--- config.mk ---
export PLATFORM = sky130hd
export DESIGN_NAME = crs_div
export DESIGN_NICKNAME = d
export VERILOG_FILES = /design/src/rtl/core/assert_macros.svh /design/src/rtl/core/crs_pkg.sv /design/src/rtl/core/crs_div.sv
export SDC_FILE = /design/constraint.sdc
export NUM_CORES = 1
export LEC_CHECK = 0
export BUFFER_PORTS_ARGS = -buffer_cell sky130_fd_sc_hd__buf_2
export CAP_MARGIN = 20
export CORE_AREA = 2 2 149 151
export CTS_CLUSTER_SIZE = 28
export DETAILED_ROUTE_END_ITERATION = 10
export DIE_AREA = 0 0 151 153
export HOLD_SLACK_MARGIN = 0.1
export PLACE_DENSITY_LB_ADDON = 0.05
export SKIP_LAST_GASP = 1
export SYNTH_ARGS = -nofsm -noshare
export SYNTH_HDL_FRONTEND = slang
export SYNTH_SLANG_ARGS = --single-unit
--- constraint.sdc ---
create_clock -name clk -period 3.8 [get_ports clk]
set_clock_uncertainty 0.15 [all_clocks]
set_input_delay 0.38 -clock clk [delete_from_list [all_inputs] [get_ports clk]]
set_output_delay 0.38 -clock clk [all_outputs]
set_load 0.01 [all_outputs]
--- src/rtl/core/assert_macros.svh ---
// Assertion macros shared by the range set RTL.
`ifndef ASSERT_MACROS_SVH
`define ASSERT_MACROS_SVH

// Check that a condition holds at every clock edge out of reset.
`define CRS_ASSERT_ALWAYS(lbl, cond) \
  lbl: assert property (@(posedge clk) disable iff (!rst_n) (cond)) \
    else $error("assertion failed");

// Check that a trigger is followed in the next cycle by a consequence.
`define CRS_ASSERT_NEXT(lbl, trig, cons) \
  lbl: assert property (@(posedge clk) disable iff (!rst_n) (trig) |=> (cons)) \
    else $error("assertion failed");

`endif

--- src/rtl/core/crs_pkg.sv ---
// Types and constants of the coalescing range set.
`timescale 1ns / 1ps
`default_nettype none
package crs_pkg;
  localparam int POS_W = 48;
  localparam int BS_W = 31;
  localparam int BLK_W = 16;
  localparam int DUMP_MAX = 16;
  localparam logic [POS_W-1:0] POS_MAX = {POS_W{1'b1}};
  localparam logic [BS_W-1:0] BS_RESET = 31'd65536;

  typedef enum logic [1:0] {
    OP_INSERT = 2'd0,
    OP_QUERY  = 2'd1,
    OP_DUMP   = 2'd2,
    OP_NONE   = 2'd3
  } op_t;

  typedef struct packed {
    logic [POS_W-1:0] head;
    logic [POS_W-1:0] tail;
  } range_t;

  typedef enum logic [1:0] {
    CELL_HOLD,
    CELL_LEFT,
    CELL_RIGHT,
    CELL_LOAD
  } cell_sel_t;

  typedef struct packed {
    logic tail_ge_a;
    logic tail_gt_a;
    logic head_le_a;
    logic head_le_b;
    logic tail_ge_b;
  } cell_flags_t;
endpackage
`default_nettype wire

--- src/rtl/core/crs_div.sv ---
// Restoring divider, one quotient bit a cycle, low quotient bits kept.
`timescale 1ns / 1ps
`default_nettype none
module crs_div (
  input  wire                       clk,
  input  wire                       rst_n,
  input  wire                       start,
  input  wire [crs_pkg::POS_W-1:0]  dividend,
  input  wire [crs_pkg::BS_W-1:0]   divisor,
  output logic                      busy,
  output logic [crs_pkg::BLK_W-1:0] quot
);
  import crs_pkg::*;

  localparam int CNT_W = $clog2(POS_W + 1);

  logic             busy_r;
  logic [CNT_W-1:0] cnt_r;
  logic [POS_W-1:0] dvd_r;
  logic [BS_W-1:0]  dsr_r;
  logic [BS_W-1:0]  rem_r;
  logic [BLK_W-1:0] q_r;
  logic [BS_W:0]    trial;
  logic             fits;

  assign trial = {rem_r, dvd_r[POS_W-1]};
  assign fits  = (trial >= {1'b0, dsr_r});

  always_ff @(posedge clk) begin
    if (!rst_n) begin
      busy_r <= 1'b0;
    end else if (start) begin
      busy_r <= 1'b1;
      cnt_r  <= CNT_W'(POS_W);
      dvd_r  <= dividend;
      dsr_r  <= divisor;
      rem_r  <= '0;
    end else if (busy_r) begin
      dvd_r <= {dvd_r[POS_W-2:0], 1'b0};
      rem_r <= fits ? BS_W'(trial - {1'b0, dsr_r}) : BS_W'(trial);
      q_r   <= {q_r[BLK_W-2:0], fits};
      cnt_r <= cnt_r - CNT_W'(1);
      if (cnt_r == CNT_W'(1)) begin
        busy_r <= 1'b0;
      end
    end
  end

  assign busy = busy_r;
  assign quot = q_r;
endmodule
`default_nettype wire

==> results list <==
* Run status: finished clean
- Final routed wirelength across all metal layers: 15.23 mm
- Detailed-route wire length per cell: 14.49 um
- Hold path startpoint: dividend[16]
- Of the available clock period, the critical path in the final layout requires 89.46%.
- Post-DR vias/cell: 4.801
- Number of standard cells in the final layout excluding fillers: 1051
- Total gr overflow: 0
- Of the cells placed in the final design, the portion with a size suffix greater than 1 is around a quarter.
- The max-slew violation total from the final report came to 0.
- The H-tree generated during clock tree synthesis spans 4 levels.
- In this run the mean area of a mapped cell was 11.95 um2.
- The setup check on the worst reg-to-reg path leaves a slack of approximately 400 ps.
* Mapped Area: slightly below 0.007 mm2
- Number of hold buffers added after cts: around 70
* Transition time at the pin with the least slew margin: between 700 and 800 ps
- Yosys top cell area share: around 57%
- Class of the most critical setup path: reg -> reg
* WP data arrival: about 3500 ps
- Endpoint class of the critical path: register
* Hold crit path type: in -> reg
- HPWL after detailed placement: between 10 and 15 mm
* Global-route usage over all layers: 13.82%
- Tracing the worst setup path back leads to its startpoint at dvd_r[47].
- Die area: approximately 0.023 mm2
* Dominant combinational cell family by area after synthesis: compound AO/OA/AOI/OAI gates
- Simple-gate area share of the yosys netlist: between 10% and 20%
- Final design utilization: a little over two fifths
* Fraction of registers with async set or reset after synthesis: 0%
* Count of buffers added by post-CTS timing repair for setup: 0
* Min Tclk post-route: between 3000 and 4000 ps
- The floorplan step set the die height to approximately 150 um.
* TritonCTS clock tree: done
- Number of synthesis warnings: 0
- Synthesis handed over a netlist of 582 instances.
* Hold path cells: 2
- Initial core utilization: 32.37%
* Global-route wire length before repair: ~25 mm
- Max-slew headroom at the worst pin: around half
* Net total in the final layout: a little under 900
- Detailed router's first-iteration violation count: 250
- The final-report hold violation count is 0.
* Most area-hungry cell type in the Yosys netlist: sky130_fd_sc_hd__edfxtp_1
- Worst Path Max Fanout: 14
- CTS saw roughly 130 sinks.
- The via count of the first global-routing pass was 5148.
- Number of antenna-violating nets in the routed design: 0
- The repair_antennas step left the layout with diodes totalling 0.
* Proportion of synthesized area in mux cells: under 10%
- IR drop worst, VDD: approximately 0.00029 V
- Cell types with the largest area share after synthesis: sky130_fd_sc_hd__edfxtp_1, sky130_fd_sc_hd__mux2_2, sky130_fd_sc_hd__ha_1
- The later pin in the worst-skew pair is clocked with a latency of about 430 ps.
- CTS placed an instance of sky130_fd_sc_hd__clkbuf_16 at the clock tree root.
- The synthesized netlist contains 59 unique library cells.
- Post-synthesis to final-layout area growth: 31.00%
- Leading register cell type out of synthesis: sky130_fd_sc_hd__edfxtp_1
- Total negative setup slack: 0 ps
- Counting along the longest clock path gives a buffer depth of 2.
- Final estimated routing congestion in global placement: a little over 0.8
- The number of gates resized after CTS was 0.
- Critical register-to-register path startpoint: dvd_r[47]
- Row generation in the floorplan step produced 54 rows.
- Before antenna repair, the detailed router went through 4 iterations.
- STA puts the critical path data required time at 3940 ps.
- Setup violations remaining at the end of the flow were counted as 0.
- EDFF count, synth: around 130
* Lkg Pwr: roughly 3.6 nW
* FF-to-FF End: rem_r[18]
- The synthesized netlist devotes just over 6% of its cell area to adder and majority cells.
* Clock-pin slew on the worst setup and hold paths: 60 ps
- Number of port buffers: slightly below 100
* Number of placed cells counting well taps: roughly 950
* Antenna violations before repair: 0
- When the netlist entered floorplanning its net count stood at between 600 and 700.
* Fmax achieved: 294.2 MHz
- Power spread over the standard cell area amounts to 484.2 mW/mm2.
* Via count: 5046
* Largest net degree at the start of global routing: 86
* Number of buffers added by the clock tree synthesis step: 17
* Type of element launching the critical path: register
- Xor and xnor fraction of the mapped netlist area: under 10%
- After synthesis, flip-flops and latches occupy between 50% and 60% of the total area.
- Horiz. Die Dim: ~150 um
- Pin placement for this block handled 99 I/O pins.
* Max cap viols: 0
* FF+latch count, synth: 133
* Total DRC errors in the routed layout: 0
- For the worst flop-to-flop path, the logic depth is 12.
* Core area: between 0.02 and 0.025 mm2
* Unrepaired setup endpoints after global routing: no
* Synthesized-area fraction occupied by ao, oa, aoi and oai cells: a little under an eighth
- Hold Path End: dvd_r[16]
- Total chip power: ~0.0044 W
-- worst max-delay path, cell delays in order (launching register included) --
cell                       delay [ps]
sky130_fd_sc_hd__edfxtp_1         340
sky130_fd_sc_hd__inv_1             50
sky130_fd_sc_hd__ha_1             210
sky130_fd_sc_hd__fa_1             380
sky130_fd_sc_hd__nand2b_1         200
sky130_fd_sc_hd__a21o_1           190
sky130_fd_sc_hd__a21oi_2          250
sky130_fd_sc_hd__a31o_2           250
sky130_fd_sc_hd__o21ai_1           90
sky130_fd_sc_hd__and2_1           340
sky130_fd_sc_hd__buf_4            280
sky130_fd_sc_hd__or4_1            470
sky130_fd_sc_hd__nand3_1           80
-- synthesized netlist by cell type, types with 3 or more instances --
cell type / n
sky130_fd_sc_hd__nand3_1: 9
sky130_fd_sc_hd__mux2_2: 48
sky130_fd_sc_hd__a31oi_1: 7
sky130_fd_sc_hd__o31ai_1: 3
sky130_fd_sc_hd__a21o_1: 10
sky130_fd_sc_hd__nand2_1: 53
sky130_fd_sc_hd__and3_1: 3
sky130_fd_sc_hd__xor2_1: 6
sky130_fd_sc_hd__a21oi_1: 49
sky130_fd_sc_hd__nand3b_1: 6
sky130_fd_sc_hd__o21bai_1: 4
sky130_fd_sc_hd__clkbuf_1: 17
sky130_fd_sc_hd__inv_1: 47
sky130_fd_sc_hd__edfxtp_1: 132
sky130_fd_sc_hd__nor2_1: 32
sky130_fd_sc_hd__ha_1: 33
sky130_fd_sc_hd__a211oi_1: 8
sky130_fd_sc_hd__nor3_1: 13
sky130_fd_sc_hd__nand2b_1: 4
sky130_fd_sc_hd__nor2b_1: 4
sky130_fd_sc_hd__and2_1: 3
sky130_fd_sc_hd__o21ai_0: 15
sky130_fd_sc_hd__o21a_1: 5
sky130_fd_sc_hd__nand4_1: 8
sky130_fd_sc_hd__a41oi_1: 3
sky130_fd_sc_hd__a31o_2: 3
sky130_fd_sc_hd__xnor2_1: 15
sky130_fd_sc_hd__buf_2: 4
-- layer usage --
metal	vias to the layer above	part of all wire, %	global-route usage [%]
met5	-	0	0
met4	0	1.3	4.406
met3	16	3.9	3.642
met2	86	46	21.73
met1	2419	49	18.60
li1	2525	-	-
-- layout make-up --
class	instances	area, um2
Inverter	48	181.4
Timing Repair Buffer	179	1301
Clock buffer	18	429.2
Clock inverter	14	161.4
Fill cell	2067	12380
Multi-Input combinational cell	379	2703
Sequential cell	133	3984
Tap cell	280	350.3
-- layout by cell type, fill, tap and decap left out, drive strengths merged, types with 7 or more instances in the layout --
| cell type | count |
|---|---|
| dlygate4sd3 | 72 |
| mux2 | 48 |
| a211oi | 8 |
| nand2 | 53 |
| inv | 56 |
| xnor2 | 15 |
| nor2 | 32 |
| nand3 | 10 |
| nor3 | 13 |
| a21o | 10 |
| buf | 107 |
| ha | 33 |
| a31oi | 7 |
| edfxtp | 132 |
| clkbuf | 18 |
| o21ai | 17 |
| nand4 | 8 |
| a21oi | 50 |
-- worst max path at each step --
stage	to	slack [ps]	cells past startpoint
final	rem_r[18]	400	12
after global routing	rem_r[11]	110	12
after CTS	rem_r[18]	370	12
after detailed placement	rem_r[18]	390	12
after global placement	rem_r[18]	460	12
after floorplan	cnt_r[0]	530	4
-- logic make-up after synthesis --
family / count (synthesis)
AO/OA/AOI/OAI: 126
AND/OR/NAND/NOR: 149
multiplexers: 49
XOR/XNOR: 21
buffers and inverters: 70
adder cells (fa/ha/maj): 34
flip-flops: 133
-- power breakdown --
| part | leakage (nW) | switching, W | internal, W | total [W] |
|---|---|---|---|---|
| combinational | 2.08 | 0.000517 | 0.000414 | 0.000931 |
| clock | 0.291 | 0.000692 | 0.000987 | 0.00168 |
| sequential | 1.26 | 0.0000421 | 0.00176 | 0.00180 |
-- state kept, by name, summed over array words and instances (netlist names) --
name and count:
busy 1, rem_r 31, cnt_r 6, quot 16
dvd_r 48, dsr_r 31
-- stage by stage --
step / worst slack, ps / area [um2] / hold WS (ps)
after global placement: 464.5 / 7764 / 274.8
final: 400.5 / 9110 / 115.2
after global routing: 114.8 / 9110 / 101.7
after CTS: 370.3 / 9072 / 102.5
after detailed placement: 386.9 / 7771 / 275.6
after floorplan: 527.2 / 6954 / 328.9
(Power assumes the default switching activity.)
