==> src/rtl/core/assert_macros.svh <==
// Assertion macros shared by the range set RTL.
`ifndef ASSERT_MACROS_SVH
`define ASSERT_MACROS_SVH

// Check that a condition holds at every clock edge out of reset.
`define CRS_ASSERT_ALWAYS(lbl, cond) \
  lbl: assert property (@(posedge clk) disable iff (!rst_n) (cond)) \
    else $error("assertion failed");

// Check that a trigger is followed in the next cycle by a consequence.
`define CRS_ASSERT_NEXT(lbl, trig, cons) \
  lbl: assert property (@(posedge clk) disable iff (!rst_n) (trig) |=> (cons)) \
    else $error("assertion failed");

`endif

==> src/rtl/core/crs_pkg.sv <==
// Types and constants of the coalescing range set.
`timescale 1ns / 1ps
`default_nettype none
package crs_pkg;
  localparam int POS_W = 48;
  localparam int BS_W = 31;
  localparam int BLK_W = 16;
  localparam int DUMP_MAX = 16;
  localparam logic [POS_W-1:0] POS_MAX = {POS_W{1'b1}};
  localparam logic [BS_W-1:0] BS_RESET = 31'd65536;

  typedef enum logic [1:0] {
    OP_INSERT = 2'd0,
    OP_QUERY  = 2'd1,
    OP_DUMP   = 2'd2,
    OP_NONE   = 2'd3
  } op_t;

  typedef struct packed {
    logic [POS_W-1:0] head;
    logic [POS_W-1:0] tail;
  } range_t;

  typedef enum logic [1:0] {
    CELL_HOLD,
    CELL_LEFT,
    CELL_RIGHT,
    CELL_LOAD
  } cell_sel_t;

  typedef struct packed {
    logic tail_ge_a;
    logic tail_gt_a;
    logic head_le_a;
    logic head_le_b;
    logic tail_ge_b;
  } cell_flags_t;
endpackage
`default_nettype wire

==> src/rtl/core/crs_cell.sv <==
// One table cell: holds a range, shifts with its neighbors, compares to keys.
`timescale 1ns / 1ps
`default_nettype none
module crs_cell (
  input  wire                       clk,
  input  crs_pkg::cell_sel_t        sel,
  input  crs_pkg::range_t           left_in,
  input  crs_pkg::range_t           right_in,
  input  crs_pkg::range_t           load_in,
  input  wire [crs_pkg::POS_W-1:0]  key_a,
  input  wire [crs_pkg::POS_W-1:0]  key_b,
  output crs_pkg::range_t           data_out,
  output crs_pkg::cell_flags_t      flags
);
  import crs_pkg::*;

  range_t data_r;
  range_t data_nxt;

  always_comb begin
    case (sel)
      CELL_HOLD:  data_nxt = data_r;
      CELL_LEFT:  data_nxt = left_in;
      CELL_RIGHT: data_nxt = right_in;
      CELL_LOAD:  data_nxt = load_in;
      default:    data_nxt = data_r;
    endcase
  end

  always_ff @(posedge clk) begin
    data_r <= data_nxt;
  end

  assign data_out        = data_r;
  assign flags.tail_ge_a = (data_r.tail >= key_a);
  assign flags.tail_gt_a = (data_r.tail > key_a);
  assign flags.head_le_a = (data_r.head <= key_a);
  assign flags.head_le_b = (data_r.head <= key_b);
  assign flags.tail_ge_b = (data_r.tail >= key_b);
endmodule
`default_nettype wire

==> config.mk <==
export PLATFORM = sky130hd
export DESIGN_NAME = crs_cell
export DESIGN_NICKNAME = d
export VERILOG_FILES = /design/src/rtl/core/assert_macros.svh /design/src/rtl/core/crs_pkg.sv /design/src/rtl/core/crs_cell.sv
export SDC_FILE = /design/constraint.sdc
export NUM_CORES = 1
export LEC_CHECK = 0
export ABC_AREA = 1
export BUFFER_PORTS_ARGS = -buffer_cell sky130_fd_sc_hd__buf_2
export CAP_MARGIN = 15
export CORE_AREA = 2 2 190 192
export DETAILED_ROUTE_END_ITERATION = 10
export DIE_AREA = 0 0 192 194
export PLACE_DENSITY = 0.51
export SLEW_MARGIN = 20
export SYNTH_ARGS = -nofsm -noshare
export SYNTH_HDL_FRONTEND = slang
export SYNTH_SLANG_ARGS = --single-unit
==> constraint.sdc <==
create_clock -name clk -period 5.2 [get_ports clk]
set_clock_uncertainty 0.15 [all_clocks]
set_input_delay 1.04 -clock clk [delete_from_list [all_inputs] [get_ports clk]]
set_output_delay 1.04 -clock clk [all_outputs]
set_load 0.02 [all_outputs]
==> reports/summary.txt, run 1 <==
CTS tree: done
post-route insts no fill: 2197
crit-path max cell delay: 0.30 ns
largest net degree at the start of global routing: 97
worst-path cell with the longest stage delay: ha_1
PostCTS Resize Cnt: 0
final hold violations: 0
Setup violations, final: 0
synthesized area: 9580 um^2
initial antenna violation count: 5
WP data required: 4.01 ns
io pins: 488
cell family with most CP delay: simple AND/OR/NAND/NOR gates
Setup CP Type: in -> out
status: complete, no violations
crit share post-route: 0.748
final-report max-slew violation count: 0
first-pass GRT wire length: 55.5 mm
CTS buffer count: 9
Post-Route Utilization: 0.362
Placed Cells: 2178
nature of the critical path startpoint: input pin
slew of the pin with the lowest slew margin: 1.08 ns
Rows: 69
sequential area share after synthesis: 0.301
Routed WL: 38.1 mm
Cells after Synth: 1263
CP Max Fanout: 2
postcts setup bufs: 0
area share of the largest cell type after synthesis: 0.301
Die Ht: 194 um
Synth area leaders: edfxtp_1 (30%), ha_1 (25%), nand2_1 (15%), nand3_1 (10%), inv_1 (5.5%)
# H-tree levels: 3
CTS Sinks: 96
Routability Congestion: 0.888
Leakage: 7.03 nW
synthesis-to-layout area growth: 33.1%
most common cell after layout, fill and taps aside: buf_2
# DRC: 0
nets@finish: 2307
DIE AREA: 37200 um^2
WL/cell: 17.3 um
most frequent cells in the layout: buf_2 (485), nand2_1 (380), nand3_1 (200), ha_1 (192), inv_1 (141)
core area: 35200 um^2
root buffer cell: clkbuf_16
DR vias/cell: 4.64
clock-pin transition on the worst setup and hold timing paths: 0.08 ns
Hold Crit Class: in -> reg
max cap viols: 0
DR iter-0 viols: 417
Initial Util: 0.272
Synth Register Bits: 96
biggest area consumer among synthesized cells: edfxtp_1
Clock Path Buffers: 2
All-Layer GR Usage: 0.198
Overall Power: 0.00289 W
routed vias: 10200
TNS Setup: 0 ns
worst-path cell chain: buf_2 > inv_1 > ha_1 > a21oi_1 > nand2_1 > a21oi_1 > nand2_1 > nand2_1 > nand2_1 > nor2_1 > nand2_1 > buf_2
max reg flops: 96
vias in the first global route: 10000
die width: 192 um
CP Capture Type: output pin
Final min period: 3.89 ns
Post-Syn Area per Cell: 7.59 um^2
share of cells above drive strength 1: 0.303
syn_nets: 1842
Post-CTS Hold Fix Bufs: 0
Synthesis Warnings: 0
router iterations before antenna repair: 5
crit path DAT: 2.70 ns
grt ovf: 0
critical path's most frequent cell: nand2_1
power density over the cells: 227 nW/um^2
Highest Clock Rate: 0.257 GHz
antenna-violating nets left: 0
Max VDD drop: 201 uV
PortBufs: 487
Slew headroom: 0.283
unrepaired setup endpoints after global routing: no
Buf/Inv on CP: 3
dpl hpwl: 32.1 mm
Netlist cell types: 27
## routing by layer
metal | vias to the layer above | GRT usage | wire length, um
li1 | 5226 | - | -
met1 | 4532 | 0.241 | 16100
met2 | 378 | 0.353 | 18700
met3 | 52 | 0.0387 | 2390
met4 | 2 | 0.0563 | 807
met5 | - | 0 | 11
## Yosys cell counts, drive strengths merged
| master | n |
|---|---|
| nor2 | 55 |
| nand3b | 3 |
| o21a | 10 |
| buf | 22 |
| a21o | 3 |
| nor3 | 9 |
| o21ai | 19 |
| nand3 | 200 |
| o21bai | 4 |
| or2 | 1 |
| nand2 | 381 |
| clkbuf | 20 |
| a21oi | 85 |
| nand4 | 20 |
| and2 | 1 |
| ha | 192 |
| edfxtp | 96 |
| inv | 142 |
## through the flow
stage / setup slack, ns / cell area (um^2) / hold WS (ns)
global placement: 1.25 / 12500 / 1.17
global route: 1.10 / 12800 / 0.769
floorplan: 1.82 / 9580 / 1.08
CTS: 1.23 / 12800 / 0.748
detailed placement: 1.24 / 12500 / 1.17
finish: 1.31 / 12800 / 0.777
## path summary, 6_finish.rpt
| path | startpoint | slack [ns] | cells past startpoint | endpoint |
|---|---|---|---|---|
| min | right_in[58] | 0.78 | 3 | data_out[58]$_DFFE_PP_ |
| max | key_a[27] | 1.31 | 12 | flags[4] |
## logic make-up (layout without fill, tap and decap cells)
family	count (synthesis)	in the layout	synth area share
AOI/OAI and AO/OA	121	121	0.0680
adders and majority gates	192	192	0.251
buffers and inverters	184	654	0.0777
DFF	96	96	0.301
other	0	3	0
and+or+nand+nor	670	670	0.303
## final cells by class
cell class,count,area [um^2]
well taps,461,577
inverters,142,534
flip-flops and latches,96,2880
clock inverters,7,65.1
diodes,3,7.51
clock buffers,9,225
multi-input cells,983,5960
fillers,3811,22500
repair buffers,496,2510
## power breakdown
group / switching, W / internal, W
logic: 0.000671 / 0.000446
clock network: 0.000350 / 0.000335
registers: 0.000125 / 0.000968
total: 0.00115 / 0.00175
Power figures use the tool's default switching activity.
==> run 2, diff against run 1 <==
clock period = 3.7 ns   (was 5.2 ns; I/O delays follow)
==> run 2 against run 1 <==
Effect of this change:
- largest cell class unchanged
- clock power rose by 31%
- cell count is 0.14% higher
- via count up 0.20%
- worst hold slack worse by 0.29 ns
- first-iteration DRC count increased by 7.7%
- combinational power increased by 41%
- die area unchanged
- wire length hardly changed
- count of clock-buffer cells in the layout grew 3
- core utilization is 0.064 points higher
- sequential power grew 40%
==> reports/summary.txt, run 2 (synthesis results as in run 1) <==
max reg flops: 96 (unchanged)
grt ovf: 0 (unchanged)
synthesis-to-layout area growth: 33.4%
routed vias: 10200 (+0.20%)
Filler cells: 3774 (-0.97%)
DR iter-0 viols: 449 (+7.7%)
nature of the critical path startpoint: input pin
nets@finish: 2310 (+0.13%)
PostCTS Resize Cnt: 0 (unchanged)
Final min period: 3.32 ns
Post-CTS Hold Fix Bufs: 0 (unchanged)
core area: 35200 um^2 (unchanged)
initial antenna violation count: 5 (unchanged)
dpl hpwl: 32.3 mm (+0.80%)
TNS Setup: 0 ns (unchanged)
DR vias/cell: 4.64 (about the same)
Setup violations, final: 0 (unchanged)
power density over the cells: 313 nW/um^2 (+38%)
root buffer cell: clkbuf_16
CTS buffer count: 9 (unchanged)
die width: 192 um (unchanged)
most common cell after layout, fill and taps aside: buf_2
share of cells above drive strength 1: 0.302 (-0.000524)
Max VDD drop: 240 uV (+20%)
CP Capture Type: output pin
Highest Clock Rate: 0.301 GHz
crit share post-route: 0.897
CTS tree: done
Slew headroom: 0.529 (+0.247)
most frequent cells in the layout: buf_2 (485), nand2_1 (380), nand3_1 (200), ha_1 (192), inv_1 (141)
PortBufs: 487 (unchanged)
clock-pin transition on the worst setup and hold timing paths: 0.07 ns (about the same)
first-pass GRT wire length: 55.6 mm (+0.16%)
Post-Route Utilization: 0.363 (+0.000640)
WL/cell: 17.3 um (-0.19%)
Leakage: 7.04 nW (+0.16%)
vias in the first global route: 9975 (-0.52%)
All-Layer GR Usage: 0.199 (+0.000611)
# H-tree levels: 3 (unchanged)
WP data required: 2.81 ns (-1.20 ns)
final hold violations: 0 (unchanged)
CTS Sinks: 96 (unchanged)
Routed WL: 38.1 mm (about the same)
DIE AREA: 37200 um^2 (unchanged)
Hold Crit Class: in -> reg
Rows: 69 (unchanged)
CP Max Fanout: 2 (unchanged)
status: complete, no violations
Setup CP Type: in -> out
slew of the pin with the lowest slew margin: 0.706 ns (-0.370 ns)
largest net degree at the start of global routing: 62 (-36%)
Die Ht: 194 um (unchanged)
crit path DAT: 2.43 ns (-0.27 ns)
final-report max-slew violation count: 0 (unchanged)
router iterations before antenna repair: 4 (-1)
Clock Path Buffers: 2 (unchanged)
postcts setup bufs: 0 (unchanged)
max cap viols: 0 (unchanged)
# DRC: 0 (unchanged)
Routability Congestion: 0.889 (+0.12%)
io pins: 488 (unchanged)
Initial Util: 0.272 (unchanged)
antenna-violating nets left: 0 (unchanged)
unrepaired setup endpoints after global routing: no
-- run 2: changes by cell type in the layout (fill, tap and decap cells not counted), sizes merged --
cell    change
buf         +3
clkbuf      +3
clkinv      -1
inv         -2
-- run 2: worst max-delay path, cell delays in order --
cell and delay, ns:
buf_2 0.09, inv_1 0.05, ha_1 0.30, nand2_1 0.07, inv_1 0.05, nand2_1 0.06, nand2_1 0.05, a21oi_1 0.20
nand2_1 0.12, nand2_1 0.07, nand2_1 0.07, nor2_1 0.28, nand2_1 0.09, buf_2 0.17
-- run 2: power breakdown --
group / total (W) / internal, W / switching [W] / leakage, nW
Sequential: 0.00153 / 0.00136 / 0.000168 / 0.991
Combinational: 0.00158 / 0.000630 / 0.000947 / 5.93
Clock: 0.000899 / 0.000458 / 0.000441 / 0.123
Total: 0.00401 / 0.00245 / 0.00156 / 7.04
-- run 2: area by class of cell --
type                       instances  area, um^2  area share
antenna                            3        7.51    0.000587
inverter                         142         534      0.0418
sequential                        96        2880       0.226
tap                              461         577      0.0451
multi-input combinational        983        5960       0.466
clock buffer                      12         236      0.0185
timing repair buffer             499        2560       0.200
clock inverter                     4        28.8     0.00225
-- run 2: final timing paths --
check / start / endpoint / slack [ns] / cells past startpoint
setup / recovery: key_a[27] / flags[4] / 0.38 / 14
hold / removal: right_in[11] / data_out[11]$_DFFE_PP_ / 0.49 / 3
-- run 2: metrics by stage --
| stage | instance area, um^2 | power (W) | worst slack (ns) | instances | hold slack [ns] |
|---|---|---|---|---|---|
| after global routing | 12800 | 0.00432 | 0.177 | 2200 | 0.479 |
| after CTS | 12800 | 0.00407 | 0.307 | 2197 | 0.464 |
| after detailed placement | 12500 | 0.00315 | 0.337 | 2181 | 0.868 |
| final | 12800 | 0.00401 | 0.381 | 2200 | 0.487 |
| after global placement | 12500 | 0.00312 | 0.333 | 2181 | 0.872 |
| after floorplan | 9580 | 0.00244 | 0.858 | 1263 | 0.780 |
-- run 2: per-layer routing --
layer	vias up	global-route usage	part of all wire
met1	4590	0.240	0.42
met5	-	0	0.00042
met3	51	0.0387	0.059
met4	2	0.0701	0.027
li1	5222	-	-
met2	345	0.349	0.49
